`src/pbwt_pkg.sv`:
```
// Shared types and constants of the PBWT column update block.
// No dependencies; imported by pbwt_column_update_unit.
package pbwt_pkg;

    localparam int IN_DATA_W  = 8;
    localparam int OUT_DATA_W = 32;
    localparam int CFG_W      = 7;
    localparam int HAP_W      = 6;
    localparam int LEN_OUT_W  = 16;
    localparam int RESULT_LIMIT = 64;

    typedef enum logic [5:0] {
        ST_LOAD  = 6'b000001,
        ST_PASSA = 6'b000010,
        ST_PASSB = 6'b000100,
        ST_ERD   = 6'b001000,
        ST_EDATA = 6'b010000,
        ST_EHOLD = 6'b100000
    } t_state;

endpackage

```
`src/pbwt_ram.sv`:
```
// Generic single-write, single-read RAM with registered read data.
// No dependencies.
module pbwt_ram #(
    parameter int WIDTH = 8,
    parameter int DEPTH = 64
) (
    input  logic                     i_clk,
    input  logic                     i_we,
    input  logic [$clog2(DEPTH)-1:0] i_waddr,
    input  logic [WIDTH-1:0]         i_wdata,
    input  logic [$clog2(DEPTH)-1:0] i_raddr,
    output logic [WIDTH-1:0]         o_rdata
);
    logic [WIDTH-1:0] r_mem [DEPTH];
    logic [WIDTH-1:0] r_rdata;

    always_ff @(posedge i_clk) begin
        if (i_we) begin
            r_mem[i_waddr] <= i_wdata;
        end
        r_rdata <= r_mem[i_raddr];
    end

    assign o_rdata = r_rdata;
endmodule

```
`src/pbwt_column_update_unit.sv`:
```
// Top level of the PBWT column update block.
// Depends on pbwt_pkg and pbwt_ram.
//
// Usage: the cfg channel writes the haplotype count h (clamped to 2..64 and to
// MAX_HAPLOTYPES) and restarts the panel: prefix order identity, match lengths
// zero, any partial column dropped. The slave stream takes one allele bit per
// request (tdata bit 0), one per cycle, in haplotype order. After the h-th bit
// the block runs two passes over the stored prefix order: the first reads the
// column bits through the prefix order and finds runs and thresholds, the
// second partitions the order and writes the new prefix and match-length
// arrays into the spare bank. It then emits h results on the master stream,
// tlast on the final one, and swaps banks.
// The passes are paced by the one-read-port RAMs. Each result steps through the
// read, data and hold states, and the next is not read until the receiver takes
// the current one. A stalled receiver holds the current result; no input is
// taken until the column is fully delivered. Reset gives identity order, zero
// lengths and h = min(MAX_HAPLOTYPES, 64).
module pbwt_column_update_unit #(
    parameter int MAX_HAPLOTYPES = 64,
    parameter int LENGTH_BITS    = 16
) (
    input  logic                                 i_clk,
    input  logic                                 i_rst_n,
    input  logic                                 i_cfg_valid,
    output logic                                 o_cfg_ready,
    input  logic [pbwt_pkg::CFG_W-1:0]           i_cfg_data,       // haplotype_count
    input  logic                                 i_s_axis_tvalid,
    output logic                                 o_s_axis_tready,
    input  logic [pbwt_pkg::IN_DATA_W-1:0]       i_s_axis_tdata,   // [0] allele
    output logic                                 o_m_axis_tvalid,
    input  logic                                 i_m_axis_tready,
    // [5:0] sorted_haplotype, [6] sorted_allele, [7] run_end, [8] threshold_mark,
    // [14:9] next_haplotype, [30:15] next_match_length, [31] zero
    output logic [pbwt_pkg::OUT_DATA_W-1:0]      o_m_axis_tdata,
    output logic                                 o_m_axis_tlast
);
    import pbwt_pkg::*;

    localparam int HLIM = (MAX_HAPLOTYPES < RESULT_LIMIT) ? MAX_HAPLOTYPES : RESULT_LIMIT;
    localparam int AW   = (HLIM > 1) ? $clog2(HLIM) : 1;
    localparam int CW   = $clog2(HLIM + 1);
    localparam logic [LENGTH_BITS-1:0] LMAX = '1;

    t_state r_state, n_state;
    logic [CW-1:0] r_h, r_idx, r_zeros, r_nz, r_no;
    logic r_bank, r_fresh;
    logic r_a1_v, r_a2_v, r_b1_v;
    logic [AW-1:0] r_a1_idx, r_a2_idx, r_b1_idx, r_thr;
    logic [LENGTH_BITS-1:0] r_a2_d, r_min, r_acc0, r_acc1;
    logic r_open0, r_open1, r_prev_al;
    logic r_mfin;
    logic r_o_valid, r_o_last;
    logic [OUT_DATA_W-1:0] r_o_data;

    logic [HAP_W-1:0] p0_rd, p1_rd;
    logic [LENGTH_BITS-1:0] d0_rd, d1_rd;
    logic [AW-1:0] p0_rd_a, p1_rd_a, p_cur, p_nxt, col_raddr, hap_cur;
    logic [LENGTH_BITS-1:0] d_cur, d_nxt;
    logic col_rd, col_we;
    logic al_rd, aln_rd, al_we;
    logic mk_rd, mk_we, mk_wdata;
    logic [AW-1:0] mk_waddr;
    logic we, we0, we1;
    logic [AW-1:0] waddr;
    logic [AW-1:0] wdata_p;
    logic [LENGTH_BITS-1:0] wdata_d;
    logic [AW-1:0] ridx;

    logic s_acc, m_acc;
    logic a_new, a_al;
    logic [AW-1:0] a_thr;
    logic [LENGTH_BITS-1:0] a_min;
    logic b_al;
    logic [LENGTH_BITS-1:0] b_d, acc0n, acc1n, b_acc, b_len;
    logic [CW-1:0] b_dest;
    logic b_zero;
    logic [AW-1:0] e_i, e_nx;
    logic e_last, e_runend;
    logic [31:0] e_len;
    logic [CW-1:0] cfg_h;

    assign ridx = r_idx[AW-1:0];
    assign p0_rd_a = AW'(p0_rd);
    assign p1_rd_a = AW'(p1_rd);
    assign p_cur = r_bank ? p1_rd_a : p0_rd_a;
    assign p_nxt = r_bank ? p0_rd_a : p1_rd_a;
    assign d_cur = r_bank ? d1_rd : d0_rd;
    assign d_nxt = r_bank ? d0_rd : d1_rd;

    assign s_acc = i_s_axis_tvalid && o_s_axis_tready;
    assign m_acc = r_o_valid && i_m_axis_tready;
    assign o_s_axis_tready = (r_state == ST_LOAD);
    assign o_cfg_ready = 1'b1;
    assign o_m_axis_tvalid = r_o_valid;
    assign o_m_axis_tdata = r_o_data;
    assign o_m_axis_tlast = r_o_last;

    assign col_we = s_acc;
    assign col_raddr = r_fresh ? r_a1_idx : p_cur;

    assign al_we = (r_state == ST_PASSA) && r_a2_v;

    // clear marks while loading, set a mark at each run's threshold when the run ends
    assign mk_we    = (r_state == ST_LOAD)
                   || (al_we && a_new && (r_a2_idx != '0))
                   || r_mfin;
    assign mk_waddr = (r_state == ST_LOAD) ? ridx : r_thr;
    assign mk_wdata = (r_state != ST_LOAD);

    always_comb begin
        if (32'(i_cfg_data) < 2) begin
            cfg_h = CW'(2);
        end else if (32'(i_cfg_data) > HLIM) begin
            cfg_h = CW'(HLIM);
        end else begin
            cfg_h = CW'(i_cfg_data);
        end
    end

    // pass A: run and threshold tracking
    always_comb begin
        a_al  = col_rd;
        a_new = (r_a2_idx == '0) || (a_al != r_prev_al);
        if (a_new || r_a2_d < r_min) begin
            a_thr = r_a2_idx;
            a_min = r_a2_d;
        end else begin
            a_thr = r_thr;
            a_min = r_min;
        end
    end

    // pass B: stable partition and new lengths
    always_comb begin
        b_al  = al_rd;
        b_d   = r_fresh ? '0 : d_cur;
        hap_cur = r_fresh ? r_b1_idx : p_cur;
        acc0n = (!r_open0 || b_d < r_acc0) ? b_d : r_acc0;
        acc1n = (!r_open1 || b_d < r_acc1) ? b_d : r_acc1;
        b_acc = b_al ? acc1n : acc0n;
        b_dest = b_al ? CW'(r_zeros + r_no) : r_nz;
        b_zero = b_al ? (r_no == '0) : (r_nz == '0);
        if (b_zero) begin
            b_len = '0;
        end else if (b_acc == LMAX) begin
            b_len = LMAX;
        end else begin
            b_len = b_acc + 1'b1;
        end
        we      = (r_state == ST_PASSB) && r_b1_v;
        waddr   = b_dest[AW-1:0];
        wdata_p = hap_cur;
        wdata_d = b_len;
        we0     = we && r_bank;
        we1     = we && !r_bank;
    end

    always_comb begin
        e_i      = ridx;
        e_nx     = e_i + 1'b1;
        e_last   = (r_idx == r_h - 1'b1);
        e_runend = e_last || (al_rd != aln_rd);
        e_len    = 32'(d_nxt);
    end

    always_comb begin
        n_state = r_state;
        unique case (r_state)
            ST_LOAD:  if (s_acc && (r_idx + 1'b1 == r_h)) n_state = ST_PASSA;
            ST_PASSA: if (r_a2_v && (CW'(r_a2_idx) == r_h - 1'b1)) n_state = ST_PASSB;
            ST_PASSB: if (r_b1_v && (CW'(r_b1_idx) == r_h - 1'b1)) n_state = ST_ERD;
            ST_ERD:   n_state = ST_EDATA;
            ST_EDATA: n_state = ST_EHOLD;
            ST_EHOLD: begin
                if (m_acc) begin
                    n_state = r_o_last ? ST_LOAD : ST_ERD;
                end
            end
            default:  n_state = ST_LOAD;
        endcase
        if (i_cfg_valid) begin
            n_state = ST_LOAD;
        end
    end

    always_ff @(posedge i_clk) begin
        if (!i_rst_n) begin
            r_state   <= ST_LOAD;
            r_h       <= CW'(HLIM);
            r_idx     <= '0;
            r_bank    <= 1'b0;
            r_fresh   <= 1'b1;
            r_a1_v    <= 1'b0;
            r_a2_v    <= 1'b0;
            r_b1_v    <= 1'b0;
            r_mfin    <= 1'b0;
            r_o_valid <= 1'b0;
            r_o_last  <= 1'b0;
        end else begin
            r_state <= n_state;
            r_mfin  <= (r_state == ST_PASSA) && (n_state == ST_PASSB);
            if (i_cfg_valid) begin
                r_h       <= cfg_h;
                r_idx     <= '0;
                r_fresh   <= 1'b1;
                r_a1_v    <= 1'b0;
                r_a2_v    <= 1'b0;
                r_b1_v    <= 1'b0;
                r_o_valid <= 1'b0;
            end else begin
                unique case (r_state)
                    ST_LOAD: begin
                        if (s_acc) begin
                            r_idx <= (n_state == ST_PASSA) ? '0 : r_idx + 1'b1;
                        end
                    end
                    ST_PASSA: begin
                        if (n_state == ST_PASSB) begin
                            r_idx  <= '0;
                            r_a1_v <= 1'b0;
                            r_a2_v <= 1'b0;
                        end else begin
                            r_a1_v <= (r_idx < r_h);
                            if (r_idx < r_h) r_idx <= r_idx + 1'b1;
                            r_a2_v <= r_a1_v;
                        end
                    end
                    ST_PASSB: begin
                        if (n_state == ST_ERD) begin
                            r_idx  <= '0;
                            r_b1_v <= 1'b0;
                        end else begin
                            r_b1_v <= (r_idx < r_h);
                            if (r_idx < r_h) r_idx <= r_idx + 1'b1;
                        end
                    end
                    ST_ERD: begin
                    end
                    ST_EDATA: begin
                        r_o_valid <= 1'b1;
                        r_o_last  <= e_last;
                    end
                    ST_EHOLD: begin
                        if (m_acc) begin
                            r_o_valid <= 1'b0;
                            r_idx     <= r_o_last ? '0 : r_idx + 1'b1;
                            if (r_o_last) begin
                                r_bank  <= !r_bank;
                                r_fresh <= 1'b0;
                            end
                        end
                    end
                    default: begin
                    end
                endcase
            end
        end
    end

    always_ff @(posedge i_clk) begin
        r_a1_idx <= ridx;
        r_a2_idx <= r_a1_idx;
        r_a2_d   <= r_fresh ? '0 : d_cur;
        r_b1_idx <= ridx;
        if (r_state == ST_LOAD) begin
            r_zeros <= '0;
            r_nz    <= '0;
            r_no    <= '0;
            r_open0 <= 1'b0;
            r_open1 <= 1'b0;
        end
        if (al_we) begin
            r_prev_al <= a_al;
            r_thr     <= a_thr;
            r_min     <= a_min;
            if (!a_al) r_zeros <= r_zeros + 1'b1;
        end
        if (we) begin
            r_acc0  <= acc0n;
            r_acc1  <= acc1n;
            r_open0 <= b_al;
            r_open1 <= !b_al;
            if (b_al) r_no <= r_no + 1'b1;
            else      r_nz <= r_nz + 1'b1;
        end
        if (r_state == ST_EDATA) begin
            r_o_data <= {1'b0, e_len[LEN_OUT_W-1:0], HAP_W'(p_nxt), mk_rd, e_runend,
                         al_rd, HAP_W'(r_fresh ? e_i : p_cur)};
        end
    end

    pbwt_ram #(.WIDTH(1), .DEPTH(HLIM)) u_col (
        .i_clk(i_clk), .i_we(col_we), .i_waddr(ridx), .i_wdata(i_s_axis_tdata[0]),
        .i_raddr(col_raddr), .o_rdata(col_rd)
    );
    pbwt_ram #(.WIDTH(1), .DEPTH(HLIM)) u_al (
        .i_clk(i_clk), .i_we(al_we), .i_waddr(r_a2_idx), .i_wdata(a_al),
        .i_raddr(ridx), .o_rdata(al_rd)
    );
    pbwt_ram #(.WIDTH(1), .DEPTH(HLIM)) u_aln (
        .i_clk(i_clk), .i_we(al_we), .i_waddr(r_a2_idx), .i_wdata(a_al),
        .i_raddr(e_nx), .o_rdata(aln_rd)
    );
    pbwt_ram #(.WIDTH(1), .DEPTH(HLIM)) u_mark (
        .i_clk(i_clk), .i_we(mk_we), .i_waddr(mk_waddr), .i_wdata(mk_wdata),
        .i_raddr(ridx), .o_rdata(mk_rd)
    );
    pbwt_ram #(.WIDTH(HAP_W), .DEPTH(HLIM)) u_p0 (
        .i_clk(i_clk), .i_we(we0), .i_waddr(waddr), .i_wdata(HAP_W'(wdata_p)),
        .i_raddr(ridx), .o_rdata(p0_rd)
    );
    pbwt_ram #(.WIDTH(HAP_W), .DEPTH(HLIM)) u_p1 (
        .i_clk(i_clk), .i_we(we1), .i_waddr(waddr), .i_wdata(HAP_W'(wdata_p)),
        .i_raddr(ridx), .o_rdata(p1_rd)
    );
    pbwt_ram #(.WIDTH(LENGTH_BITS), .DEPTH(HLIM)) u_d0 (
        .i_clk(i_clk), .i_we(we0), .i_waddr(waddr), .i_wdata(wdata_d),
        .i_raddr(ridx), .o_rdata(d0_rd)
    );
    pbwt_ram #(.WIDTH(LENGTH_BITS), .DEPTH(HLIM)) u_d1 (
        .i_clk(i_clk), .i_we(we1), .i_waddr(waddr), .i_wdata(wdata_d),
        .i_raddr(ridx), .o_rdata(d1_rd)
    );

    a_tready_load: assert property (@(posedge i_clk) disable iff (!i_rst_n)
        o_s_axis_tready |-> (r_state == ST_LOAD))
        else $error("input taken outside load");
    a_write_passb: assert property (@(posedge i_clk) disable iff (!i_rst_n)
        (we0 || we1) |-> (r_state == ST_PASSB))
        else $error("array write outside partition pass");
    a_zeros_bound: assert property (@(posedge i_clk) disable iff (!i_rst_n)
        (r_state == ST_PASSB) |-> (r_zeros <= r_h))
        else $error("zero count exceeds height");
    a_last_swap: assert property (@(posedge i_clk) disable iff (!i_rst_n)
        (m_acc && r_o_last && !i_cfg_valid) |=> (r_state == ST_LOAD && !r_fresh))
        else $error("column end did not return to load");
endmodule
```
`config.mk`:
```
export PLATFORM = sky130hd
export DESIGN_NAME = pbwt_column_update_unit
export DESIGN_NICKNAME = d
export VERILOG_FILES = /design/src/pbwt_pkg.sv /design/src/pbwt_ram.sv /design/src/pbwt_column_update_unit.sv
export SDC_FILE = /design/constraint.sdc
export NUM_CORES = 2
export LEC_CHECK = 0
export ABC_AREA = 1
export BUFFER_PORTS_ARGS = -buffer_cell sky130_fd_sc_hd__buf_4
export CAP_MARGIN = 20
export CORE_ASPECT_RATIO = 1.2
export CORE_MARGIN = 2
export CORE_UTILIZATION = 40
export CTS_CLUSTER_DIAMETER = 150
export DETAILED_ROUTE_END_ITERATION = 10
export SYNTH_ARGS = -nofsm -noshare
export SYNTH_HDL_FRONTEND = slang
export SYNTH_SLANG_ARGS = --single-unit
export TNS_END_PERCENT = 50
```
`constraint.sdc`:
```
create_clock -name i_clk -period 18.6 [get_ports i_clk]
set_clock_uncertainty 0.2 [all_clocks]
set_input_delay 0 -clock i_clk [delete_from_list [all_inputs] [get_ports i_clk]]
set_output_delay 0 -clock i_clk [all_outputs]
set_load 0.02 [all_outputs]
```
-- After elaboration in Yosys (flattened, before gate mapping)
Memory sizes are Yosys's and may differ from the RTL's. A register that Yosys moved wholly into a read port is not among the register bits.
Cells that the tools add are included.
- bits in writable memories: 3072
- register bits after elaboration: 165
- input bits: 20
- memories kept: 8
- logic and storage cells: 164
- multiplexer cells: 59
- magnitude comparators: 6
- eq/ne operators: 19
- reductions and logical operators: 37
- $add $sub $neg: 8
- bitwise logic cells: 2
- memories (name ; words ; width ; read ports ; clocked after Yosys merged registers in ; write ports ; line ; RTL):
    u_d0.r_mem ; 64 ; 16 ; 1 ; 1 ; 1 ; pbwt_ram.sv:14 ; logic [WIDTH-1:0] r_mem [DEPTH];
    u_d1.r_mem ; 64 ; 16 ; 1 ; 1 ; 1 ; pbwt_ram.sv:14 ;
    u_p0.r_mem ; 64 ; 6 ; 1 ; 1 ; 1 ; pbwt_ram.sv:14 ;
    u_p1.r_mem ; 64 ; 6 ; 1 ; 1 ; 1 ; pbwt_ram.sv:14 ;
    u_al.r_mem ; 64 ; 1 ; 1 ; 1 ; 1 ; pbwt_ram.sv:14 ;
    u_aln.r_mem ; 64 ; 1 ; 1 ; 1 ; 1 ; pbwt_ram.sv:14 ;
    +2 memories ; -- ; -- ; -- ; -- ; -- ; -- ;
- operators by type and width (cell ; count):
    16-bit 2-to-1 mux ; 8
    7-bit 2-to-1 mux ; 18
    6-bit 2-to-1 mux ; 11
    16-bit < comparator ; 3
    6-bit case mux with 6 select lines ; 1
    7-bit by 1-bit adder with 7-bit output, second input constant ; 4
    7-bit case mux with 4 select lines ; 1
    1-bit 2-to-1 mux ; 18
    16-bit by 1-bit adder with 16-bit output, second input constant ; 1
    16-bit == test, second input constant ; 1
    6-bit by 7-bit == test with 1-bit output ; 2
    7-bit == test ; 2
    7-bit zero test ; 2
    6-bit by 2-bit == test with 1-bit output, second input constant ; 2
    6-bit by 3-bit == test with 1-bit output, second input constant ; 2
    6-bit by 4-bit == test with 1-bit output, second input constant ; 2
    1-bit logical AND ; 12
    7-bit > comparator, second input constant ; 1
    1-bit logical OR ; 7
    7-bit by 2-bit < comparator with 1-bit output, second input constant ; 1
    7-bit < comparator ; 1
    7-bit by 1-bit subtractor with 7-bit output, second input constant ; 1
    6-bit by 1-bit adder with 6-bit output, second input constant ; 1
    6-bit adder ; 1
    19 further kinds ; 28

-- Depth between registers and ports, before layout
- word-level depth: 10
- gate-level depth with buffers: 27
- depth with buffers taken out: 24

-- By module
From an unflattened synthesis, not the netlist that was laid out.
- cell total of the unflattened synthesis: 12340
- area, all modules: 138165.0 µm²
- modules (own cells, without submodules) (module ; area each (µm²) ; cells an instance ; instances):
    pbwt_ram at u_d0 ... ; 42099.1 ; 3517 ; 2
    pbwt_ram at u_p0 ... ; 15930.3 ; 1376 ; 2
    pbwt_ram at u_al ... ; 3045.4 ; 314 ; 4
    pbwt_column_update_unit ; 9924.5 ; 1298 ; 1

-- Worst setup path before layout
No wires, ideal clock.
- path type: flip-flop to flip-flop
- from: register r_bank
- to: memory u_d0.r_mem[0][5] (netlist name) (data pin)
- path slack: 10802 ps
- stages on the path, launching flop included: 22
- arrival time: 6707 ps
- period minus slack after synthesis: 7798 ps
- path through: dfxtp_1 inv_2 clkbuf_1 nor2_1 nor3_1 ha_1 a21oi_1 nor2_1 a211oi_1 nand2_1 nand2_1 nand2_2 buf_2 nand3_1 nand3_1 nand2_1 ha_1 nand3_2 nor3_2 nand2_2 buf_6 a21oi_1
- cells in the longest elaborated chain, start to end: 9
- elaborated cells between the ends (all ways): 13
- RTL lines (element ; line ; RTL):
    start, declared ; pbwt_column_update_unit.sv:46 ; logic r_bank, r_fresh;
    start signal, assigned ; pbwt_column_update_unit.sv:248 ; r_bank <= !r_bank;
    16-bit 2-to-1 mux * ; pbwt_column_update_unit.sv:87 ; assign d_cur = r_bank ? d1_rd : d0_rd;
    16-bit 2-to-1 mux * ; -- ;
    net b_d[5] ; pbwt_column_update_unit.sv:74 ; logic [LENGTH_BITS-1:0] b_d, acc0n, acc1n, b_acc, b_len;
    16-bit < comparator (on tied branches) ; pbwt_column_update_unit.sv:138, pbwt_column_update_unit.sv:139 ;
    1-bit logical OR (on tied branches) ; pbwt_column_update_unit.sv:138, pbwt_column_update_unit.sv:139 ;
    16-bit 2-to-1 mux (on tied branches) ; pbwt_column_update_unit.sv:138, pbwt_column_update_unit.sv:139 ;
    16-bit 2-to-1 mux * ; pbwt_column_update_unit.sv:140 ; b_acc = b_al ? acc1n : acc0n;
    16-bit by 1-bit adder with 16-bit output / 16-bit == test (equally long branches) ; pbwt_column_update_unit.sv:148, pbwt_column_update_unit.sv:145 ;
    16-bit 2-to-1 mux * ; pbwt_column_update_unit.sv:145 ; end else if (b_acc == LMAX) begin
    16-bit 2-to-1 mux * ; pbwt_column_update_unit.sv:143 ; if (b_zero) begin
    net b_len[5] ; pbwt_column_update_unit.sv:74 ;
    end, declared ; pbwt_ram.sv:14 ;
Mark *: on every way through the listed nets, which the timed path passes. The rest lies on a longest branch.

-- Final worst setup path
- from: register r_bank
- to: memory u_d1.r_mem[48][11] (netlist name) (data pin)
- cells in the longest elaborated chain, start to end: 9
- elaborated cells between the ends (all ways): 13
- RTL lines (element ; line):
    16-bit 2-to-1 mux * ; pbwt_column_update_unit.sv:87
    16-bit 2-to-1 mux * ; --
    net b_d[10] ; pbwt_column_update_unit.sv:74
    16-bit < comparator (on tied branches) ; pbwt_column_update_unit.sv:138, pbwt_column_update_unit.sv:139
    1-bit logical OR (on tied branches) ; pbwt_column_update_unit.sv:138, pbwt_column_update_unit.sv:139
    16-bit 2-to-1 mux (on tied branches) ; pbwt_column_update_unit.sv:138, pbwt_column_update_unit.sv:139
    16-bit 2-to-1 mux * ; pbwt_column_update_unit.sv:140
    16-bit by 1-bit adder with 16-bit output / 16-bit == test (equally long branches) ; pbwt_column_update_unit.sv:148, pbwt_column_update_unit.sv:145
    16-bit 2-to-1 mux * ; pbwt_column_update_unit.sv:145
    16-bit 2-to-1 mux * ; pbwt_column_update_unit.sv:143
    net b_len[11] ; pbwt_column_update_unit.sv:74
    end, declared ; pbwt_ram.sv:14
Marked as above.

==> metrics <==
Cell variety after synth=61; maximum fanout along the worst path=88; dpl hpwl=208000 microns; first-pass GRT wire length=525000 microns; DR vias=75614; area of the core=0.304 sq mm; DRC=0; TritonCTS Buffers=302; Finish-stage setup viols=0; worst setup margin=11.03 ns; post-synth top area share=76.0%; Placer Congestion=0.880; Slew @ Worst Pin=1.33 ns; leakage=46.3 nW; most common cell in the netlist=edfxtp_1; final setup TNS=0 ns; Routed WL per cell=29.5 microns; Max Cap Violations=0; clock root buffer=clkbuf_16; DR iter-0 viols=9343; Die Wd=509 microns; Max Clk Rate=132 MHz; outcome=finished, final reports clean; GRT overflow=0; Syn. warnings=0; peak supply drop=73.4 uV; final net count=8462; ratio of cells with drive above 1 in the final layout=10.9%; crit path launch type=register; GRT Overall Usage=23.3%; FILL cells=26222; CTS resizes=0; Most used DFF post-synth=edfxtp_1; Worst setup EP type=register; min Tclk post-route=7.57 ns; largest net degree at the start of global routing=118; Synth area leaders=edfxtp_1 76%, nand2_1 4.4%, a22oi_1 2.7%, a221oi_1 2.6%, a22o_1 2.3%; FFs w/ async S/R, synth=0%; Synth-to-Final Area Change=13.7%; die area=0.310 sq mm; synthesized cell area=0.122 sq mm; Routed Antenna Nets=0; Top Ports=56; max-slew violation count=0; Cell Rows=222; Cells after Synth=8166; Final period util=40.7%; DP Area=0.129 sq mm; TritonCTS clock tree=done; # port buffers=46; Synth Area per Inst=15.0 sq um; initial antenna violation count=20; power per cell area=104 mW/mm^2; DR pass1 iterations=8; number of global-route vias before repair=72419; headroom to the max-slew limit=11.4%; Setup WS pre-CTS=10.96 ns; Seq/Total Area, Yosys=78.0%; clk slew on worst S/H paths=0.06 ns; CTS Hold Bufs=35; die height=610 microns; RSZ-0062 raised after global routing=false; Synth Register Bits=3220; Mapped Nets=8252; Initial Util=40.2%; CP required=18.89 ns; leading area contributor after synthesis=edfxtp_1; vias per inst=5.98; Sink Count=3220; crit path DAT=7.86 ns; clk buf depth=4; number of synthesized flops with an enable pin=3096; Clk Latency, worst-skew pair=0.87 ns; Hold Path Class=input port to register; Final Cell Area=0.139 sq mm; Routed Wire Length=374000 microns; final hold viol count=0; CP Class=register to register; top cells by count, synth=3096 x edfxtp_1, 1445 x nand2_1, 473 x nor2_1, 448 x a22oi_1, 366 x a221oi_1; postcts setup bufs=0; number of H-tree levels=5
==> sequential cells by signal, summed over array words and instances (netlist names), 31 cells and up <==
name,flops
u_d1.r_mem,1024
o_m_axis_tdata,31
u_p0.r_mem,384
u_mark.r_mem,64
u_col.r_mem,64
u_aln.r_mem,64
u_d0.r_mem,1024
u_p1.r_mem,384
==> where the power goes <==
group / total (mW) / internal (mW) / leakage (nW) / switching (mW)
Sequential: 7.89 / 7.88 / 30.7 / 0.00987
Combinational: 0.312 / 0.0778 / 10.8 / 0.234
Clock: 6.21 / 3.56 / 4.76 / 2.65
==> metrics by stage <==
step	total power [mW]	utilization, %	hold slack (ns)	std cells
global placement	8.34	42.3	0.0335	12063
floorplan	8.21	-	-0.106	8166
finish	14.4	45.7	0.139	12646
global route	14.8	45.7	0.129	12637
detailed placement	8.35	42.3	0.0400	12064
CTS	14.5	45.7	0.0981	12630
==> final cells by class <==
cell class	instances	area (sq um)	share of cell area, %
inverters	246	957	0.688
diodes	11	27.5	0.0198
well taps	4032	5040	3.63
flip-flops and latches	3220	95500	68.6
repair buffers	355	2890	2.08
clock inverters	145	1600	1.15
multi-input cells	4251	25000	17.9
clock buffers	386	8180	5.88
==> cells by family (layout without fill, tap and decap cells) <==
| logic type | after synthesis | count (layout) | synth area share [%] |
|---|---|---|---|
| flip-flops | 3220 | 3220 | 78.0 |
| AND/OR/NAND/NOR | 2609 | 2609 | 9.15 |
| AO/OA/AOI/OAI | 1540 | 1540 | 9.68 |
| buffers and inverters | 695 | 1132 | 2.23 |
| adder cells (fa/ha/maj) | 66 | 66 | 0.681 |
| XOR/XNOR | 32 | 32 | 0.229 |
| other | 2 | 13 | 0.00614 |
| multiplexers | 2 | 2 | 0.0164 |
==> worst paths after layout <==
check	to	startpoint	slack (ns)	cells after the start
hold / removal	u_col.r_mem[6]	i_s_axis_tdata[0]	0.14	2
setup / recovery	u_d1.r_mem[48][11]	r_bank	11.03	22
hold reg to reg	r_a2_idx[0]	r_b1_idx[0]	0.18	0
setup reg to reg	u_d1.r_mem[48][11]	r_bank	11.03	22
==> critical path, stage by stage, from the launching register on <==
cell and delay (ns):
dfxtp_2 0.31, buf_4 0.27, inv_2 0.60, nor2_1 0.11, nor3_1 0.82, ha_1 0.24
nand2_1 0.07, o21a_1 0.18, nor2_1 0.09, nor2_1 0.06, nand2_2 0.39, nand2_2 0.44
nand2_1 0.20, nand3_1 0.08, nand2_1 0.26, ha_1 0.32, nand3_2 0.15, nor3_2 0.16
nand2_2 0.38, nand3_1 0.25, nand2_1 0.18, inv_4 0.42, buf_4 0.77
==> placed cells by master, fill, tap and decap left out, types with 17 or more instances in the layout <==
master / instances
dlygate4sd3_1: 35
nand3_1: 193
a22o_1: 320
nor2_1: 404
o211ai_1: 26
clkbuf_1: 66
dfxtp_1: 121
a22oi_1: 448
o21ai_0: 116
nand4_1: 357
a2111o_1: 17
a31oi_1: 27
a21oi_1: 122
nor3_2: 76
clkbuf_16: 314
inv_1: 225
nor2_2: 54
ha_1: 65
a221oi_1: 366
clkinv_1: 51
buf_4: 310
bufinv_16: 32
nor3_1: 27
xor2_1: 25
nand2_1: 1442
clkinv_2: 39
nor2_4: 17
edfxtp_1: 3096
==> metal layers <==
metal | share of wire (%) | vias to the layer above | GRT usage, %
met1 | 38 | 38764 | 30.3
met2 | 49 | 4048 | 39.0
met4 | 4.1 | 16 | 8.82
met3 | 8.9 | 719 | 3.95
met5 | 0.032 | - | 0
li1 | - | 32067 | -
Power figures use the tool's default switching activity.
